File: src/rtl/wcm_pkg.sv
package wcm_pkg;

  localparam int MAX_WORDS    = 6;
  localparam int MAX_WORD_LEN = 8;
  localparam int MAX_TEXT_LEN = 65536;

  localparam int WORD_REGS = 6;
  localparam int WIN_DEPTH = MAX_WORDS * MAX_WORD_LEN;
  localparam int WORD_W    = 8 * MAX_WORD_LEN;
  localparam int LEN_W     = $clog2(MAX_WORD_LEN + 1);
  localparam int CNT_W     = $clog2(MAX_WORDS + 1);
  localparam int SPAN_W    = $clog2(WIN_DEPTH + 1);
  localparam int TPOS_W    = $clog2(MAX_TEXT_LEN);
  localparam int MS_W      = 16;
  localparam int POS_W     = (TPOS_W > MS_W) ? TPOS_W : MS_W;
  localparam int CFG_IDX_W = 3;
  localparam int CFG_LEN_W = 4;
  localparam int CFG_CNT_W = 3;

  localparam logic [CFG_IDX_W-1:0] CFG_WORD_LEN = CFG_IDX_W'(6);
  localparam logic [CFG_IDX_W-1:0] CFG_WORD_CNT = CFG_IDX_W'(7);

  typedef logic [7:0]        byte_t;
  typedef logic [WORD_W-1:0] word_t;

  typedef struct packed {
    logic [LEN_W-1:0] len;
    logic [CNT_W-1:0] cnt;
  } wcm_cfg_t;

  function automatic logic [LEN_W-1:0] eff_len(input logic [CFG_LEN_W-1:0] v);
    logic [LEN_W-1:0] r;
    if (v == '0) begin
      r = LEN_W'(1);
    end else if (32'(v) > MAX_WORD_LEN) begin
      r = LEN_W'(MAX_WORD_LEN);
    end else begin
      r = LEN_W'(v);
    end
    return r;
  endfunction

  function automatic logic [CNT_W-1:0] eff_cnt(input logic [CFG_CNT_W-1:0] v);
    logic [CNT_W-1:0] r;
    if (v == '0) begin
      r = CNT_W'(1);
    end else if (32'(v) > MAX_WORDS) begin
      r = CNT_W'(MAX_WORDS);
    end else begin
      r = CNT_W'(v);
    end
    return r;
  endfunction

endpackage

File: src/rtl/wcm_cell.sv
module wcm_cell
  import wcm_pkg::*;
(
  input  logic  clk,
  input  logic  shift,
  input  logic  clear,
  input  byte_t din,
  output byte_t q
);

  byte_t q_r;

  always_ff @(posedge clk) begin
    if (shift) begin
      q_r <= clear ? '0 : din;
    end
  end

  assign q = q_r;

endmodule

File: config.mk
export PLATFORM = sky130hd
export DESIGN_NAME = wcm_cell
export DESIGN_NICKNAME = d
export VERILOG_FILES = /design/src/rtl/wcm_pkg.sv /design/src/rtl/wcm_cell.sv
export SDC_FILE = /design/constraint.sdc
export NUM_CORES = 1
export LEC_CHECK = 0
export CORE_AREA = 5 5 42 44
export DETAILED_ROUTE_END_ITERATION = 12
export DIE_AREA = 0 0 47 49
export DONT_BUFFER_PORTS = 1
export GPL_ROUTABILITY_DRIVEN = 0
export GPL_TIMING_DRIVEN = 0
export SLEW_MARGIN = 20
export SYNTH_ARGS = -nofsm -noshare
export SYNTH_HDL_FRONTEND = slang
export SYNTH_SLANG_ARGS = --single-unit
File: constraint.sdc
create_clock -name clk -period 0.8 [get_ports clk]
set_input_delay 0.08 -clock clk [delete_from_list [all_inputs] [get_ports clk]]
set_output_delay 0.08 -clock clk [all_outputs]
set_load 0.1 [all_outputs]
==> impl_metrics.tcl, run 1 <==
set metrics [dict create \
    start_util_pct 20.7 \
    violations "hold timing, setup timing" \
    yosysTopAreaCellShare_pct 82.8 \
    worstMarginPinSlew_ns 0.914 \
    critPathKind "flop to primary output" \
    grt_pass1_wl_um 765 \
    synth_edf_count 8 \
    pwr-share-comb_pct 1.6 \
    die_y_um 49 \
    ys.flop_type "edfxtp_1" \
    cts_tree "done" \
    hold_viol 8 \
    p_per_area_nw_per_um2 3190 \
    cts-root-buf "clkbuf_4" \
    synthTopCellsByCount "edfxtp_1, nor2b_1" \
    start_kind "flop" \
    fin_area_um2 333 \
    dpl.cell_count 32 \
    placed_area_um2 310 \
    slew_viol_final 0 \
    ir_worst_vdd_mv 0.759 \
    power.leakage_nw 0.108 \
    grt_pass1_vias 156 \
    p_sw_share_pct 35.5 \
    yosys_warnings 0 \
    via_per_inst 3.91 \
    vias 137 \
    postCtsSetupBuffers 0 \
    power_mw 1.06 \
    post_drt_wl_per_cell_um 15.7 \
    cp.arrival_ns 1.20 \
    syn_to_final_growth_pct 14.7 \
    grt_usage_pct 5.93 \
    grt_overflow 0 \
    outcome "finished, violations left" \
    portBuffers 0 \
    rows 14 \
    antenna_cells 0 \
    largest_register_ffs 8 \
    min_period_over_period_pct 160 \
    rsz0062_at_grt "yes" \
    fillerInstances 156 \
    multi_input_area_um2 50.0 \
    cts_buffers 3 \
    fp.dieArea_um2 2300 \
    synthesis.area_um2 290 \
    drt_wl_total_um 549 \
    synthArstFlopShare_pct 0 \
    slew_headroom_pct 39.2 \
    maxCapViolCount 0 \
    drive_above_1_share_pct 15.8 \
    intPower_mw 0.684 \
    netlist_instances 16 \
    setup_ws_ns -0.477 \
    drtIter0Drc 3 \
    p_clk_share_pct 27.5 \
    crit_path_end_kind "primary output" \
    fmax_mhz 783 \
    p_seq_share_pct 70.9 \
    p_switching_mw 0.376 \
    yosys-top-cells-area "edfxtp_1, nor2b_1" \
    layout.nets 32 \
    io_pins 19 \
    cts.htree.levels 1 \
    period_minus_slack_ns 1.28 \
    hold_path.class "primary input to flop" \
    setup_viol 8 \
    yosysSeqAreaShare_pct 82.8 \
    firstDrtPassIters 2 \
    avgSynthCellArea_um2 18.1 \
    dieWidth_um 47 \
    clk_pin_slew_worst_paths_ns 0.05 \
    grt_max_degree 9 \
    antenna_found_initial 0 \
    stdcell_count 35 \
    synth.largest_area_cell "edfxtp_1" \
    seq_area_um2 240 \
    clock-sinks 8 \
    holdWs_ns -0.0589 \
    critPathRequiredTime_ns 0.72 \
    synth_nets 27 \
    postRouteAntennaNets 0 \
    clk_path_buf_depth 2 \
    ys_types 2 \
    core-area_um2 1400 \
    path_max_fanout 1 \
    dp_slack_ns -0.220 \
    ys_ff_latch 8 \
    route.detailed.drc 0 \
]
power by group through the flow:
| stage | registers (mW) | clock network [mW] | logic [mW] |
|---|---|---|---|
| final | 0.752 | 0.292 | 0.0165 |
| after global routing | 0.756 | 0.310 | 0.0194 |
| after CTS | 0.755 | 0.300 | 0.0175 |
| after detailed placement | 0.762 | 0 | 0.0175 |
| after global placement | 0.761 | 0 | 0.0160 |
| after floorplan | 0.754 | 0 | 0.0136 |
logic make-up (layout without fill, tap and decap cells):
group                  count (synthesis)  after routing  share of synthesized area (%)
and+or+nand+nor                        8              8                           17.2
buffers and inverters                  0              3                              0
DFF                                    8              8                           82.8
worst paths after layout:
kind | start | end | slack, ns | cells past startpoint
setup / recovery | q[3] | q[3] | -0.48 | 0
hold / removal | shift | q[4] | -0.06 | 0
cells in the final DEF (no fill, tap or decap), drive strengths merged:
cell type,count
nor2b,8
clkbuf,3
edfxtp,8
routing by layer:
layer	GRT usage, %	up-vias	wire (um)	share of wire, %
met4	11.1	0	24	4.4
met2	5.66	20	205	37
met3	4.43	2	100	18
met5	0	-	0	0
li1	-	62	-	-
met1	5.06	53	219	40
through the flow:
step	setup TNS, ns	utilization [%]	hold slack, ns
6_report	-3.73	23.8	-0.0589
5_1_grt	-3.90	23.8	-0.0678
4_1_cts	-3.83	23.8	-0.0666
3_5_place_dp	-1.65	22.1	0.193
3_3_place_gp	-1.64	22.1	0.193
2_1_floorplan	-1.47	-	0.192
final cells by class:
cell class                      count  share of cell area, %
Clock buffer                        3                   6.77
Multi-Input combinational cell      8                   15.0
Tap cell                           16                   6.02
Sequential cell                     8                   72.2
what timing repair did:
action                                  in CTS  in global routing
hold endpoints to repair                     8                  8
gates resized for setup                      0                  0
endpoints found under the setup margin       8                  8
No activity file was read; power rests on OpenSTA's default activity.
==> run 2: changes to the inputs <==
- ABC_CLOCK_PERIOD_IN_PS: default -> 800
- BUFFER_PORTS_ARGS: default -> -buffer_cell sky130_fd_sc_hd__buf_2
- DONT_BUFFER_PORTS: 1 -> default
- GPL_ROUTABILITY_DRIVEN: 0 -> default
==> run 2 against run 1 <==
  * Combinational power grew to 21 times the previous value
  * Non-clock buffer count grew 18
  * Core utilization grew 10 points
  * Clock power is essentially flat
  * Final cell count grew 51%
  * Critical path depth grew 1
  * First-iteration DRC count shrank 100%
  * Fmax grew 42%
  * Sequential cell count is the same
  * Largest cell class unchanged
  * The flow finishes with violations (setup timing)
  * Power grew 8.8%
  * Design area grew 42%
  * Highest routed layer unchanged
  * Worst setup slack gained 0.38 ns
==> impl_metrics.tcl, run 2 (same netlist as run 1, synthesis figures left out) <==
set metrics [dict create \
    outcome "finished, violations left" \
    violations "setup timing" \
    post-route-util_pct 33.8 \
    antenna_cells 0 \
    core-area_um2 1400 \
    rows 14 \
    layout.nets 50 \
    cp.arrival_ns 0.82 \
    cp_slowest_cell "edfxtp_1" \
    setup_ws_ns -0.0979 \
    critPathTopFamily "flip-flops" \
    cp_cell_sequence "buf_6" \
    crit_path_start "q[6]" \
    period_minus_slack_ns 0.898 \
    largest_register_ffs 8 \
    min_from "din[3]" \
    maxCapViolCount 0 \
    path_buf_inv 1 \
    mostFrequentLayoutCells "buf_2, nor2b_1, buf_6, edfxtp_1, clkbuf_4" \
    setup_viol 8 \
    ir_worst_vdd_mv 0.741 \
    crit_path_end_kind "primary output" \
    fp.dieArea_um2 2300 \
    gp_congestion 0.691 \
    hold_viol 0 \
    grt_usage_pct 5.70 \
    rsz0062_at_grt "yes" \
    via_per_inst 3.38 \
    syn_to_final_growth_pct 62.9 \
    drtIter0Drc 0 \
    fmax_mhz 1110 \
    cts_tree "done" \
    clock-sinks 8 \
    holdWs_ns 0.129 \
    mostFrequentLayoutCell "buf_2" \
    slew_viol_final 0 \
    critPathRequiredTime_ns 0.72 \
    cts_buffers 3 \
    cp.depth 1 \
    dieWidth_um 47 \
    fillerInstances 161 \
    worstMarginPinSlew_ns 0.203 \
    grt_overflow 0 \
    dpl.cell_count 50 \
    max_stage_delay_ns 0.37 \
    slew_headroom_pct 86.5 \
    drt_wl_total_um 490 \
    grt_pass1_wl_um 779 \
    clk_path_buf_depth 2 \
    portBuffers 18 \
    antenna_found_initial 0 \
    hold_buffers 0 \
    power.leakage_nw 0.196 \
    cts-root-buf "clkbuf_4" \
    post_drt_wl_per_cell_um 9.25 \
    route.detailed.drc 0 \
    grt_max_degree 9 \
    vias 179 \
    postRouteAntennaNets 0 \
    path_max_fanout 1 \
    firstDrtPassIters 1 \
    clk_pin_slew_worst_paths_ns 0.05 \
    min_period_over_period_pct 112 \
    hold_path.class "primary input to flop" \
    die_y_um 49 \
    stdcell_count 53 \
    critPathKind "flop to primary output" \
    setup_tns_ns -0.745 \
    cts.htree.levels 1 \
    holdPathStages 2 \
    start_kind "flop" \
    io_pins 19 \
    p_per_area_nw_per_um2 2440 \
    drive_above_1_share_pct 56.8 \
    grt_pass1_vias 191 \
    start_util_pct 20.7 \
]
-- run 2: per-layer routing --
layer	global-route usage, %	wire [um]	vias up	part of all wire (%)
met5	0	0	-	0
met4	9.68	24	0	4.9
met3	2.21	93	2	19
met2	5.20	170	17	35
met1	6.83	202	61	41
li1	-	-	99	-
-- run 2: layout make-up --
| cell class | count | area [um^2] | area share (%) |
|---|---|---|---|
| tap | 16 | 20.0 | 4.23 |
| sequential | 8 | 240 | 50.8 |
| clock buffer | 3 | 22.5 | 4.76 |
| timing repair buffer | 18 | 140 | 29.6 |
| multi-input combinational | 8 | 50.0 | 10.6 |
-- run 2: power breakdown --
| part | total [mW] | switching [mW] | leakage (nW) | internal [mW] |
|---|---|---|---|---|
| logic | 0.352 | 0.265 | 0.105 | 0.0866 |
| clock network | 0.289 | 0.118 | 0.0138 | 0.170 |
| registers | 0.513 | 0.0131 | 0.0771 | 0.500 |
| total | 1.15 | 0.397 | 0.196 | 0.757 |
-- run 2: path summary, 6_finish.rpt --
kind,to,slack (ns)
max,q[6],-0.1
min,q[3],0.13
-- run 2: timing repair --
action / in CTS / in global routing
gates resized for setup: 16 / 0
hold endpoints to repair: 0 / 0
buffers inserted: 0 / 0
setup endpoints to repair: 8 / 8
-- run 2: through the flow --
step                      instance area, um^2  setup WS, ns  total power, mW
after detailed placement                  400      -0.00330            0.830
after CTS                                 473        -0.110             1.17
after global routing                      473        -0.130             1.19
after floorplan                           290        -0.184            0.767
final                                     473       -0.0979             1.15
after global placement                    400       -0.0141            0.829
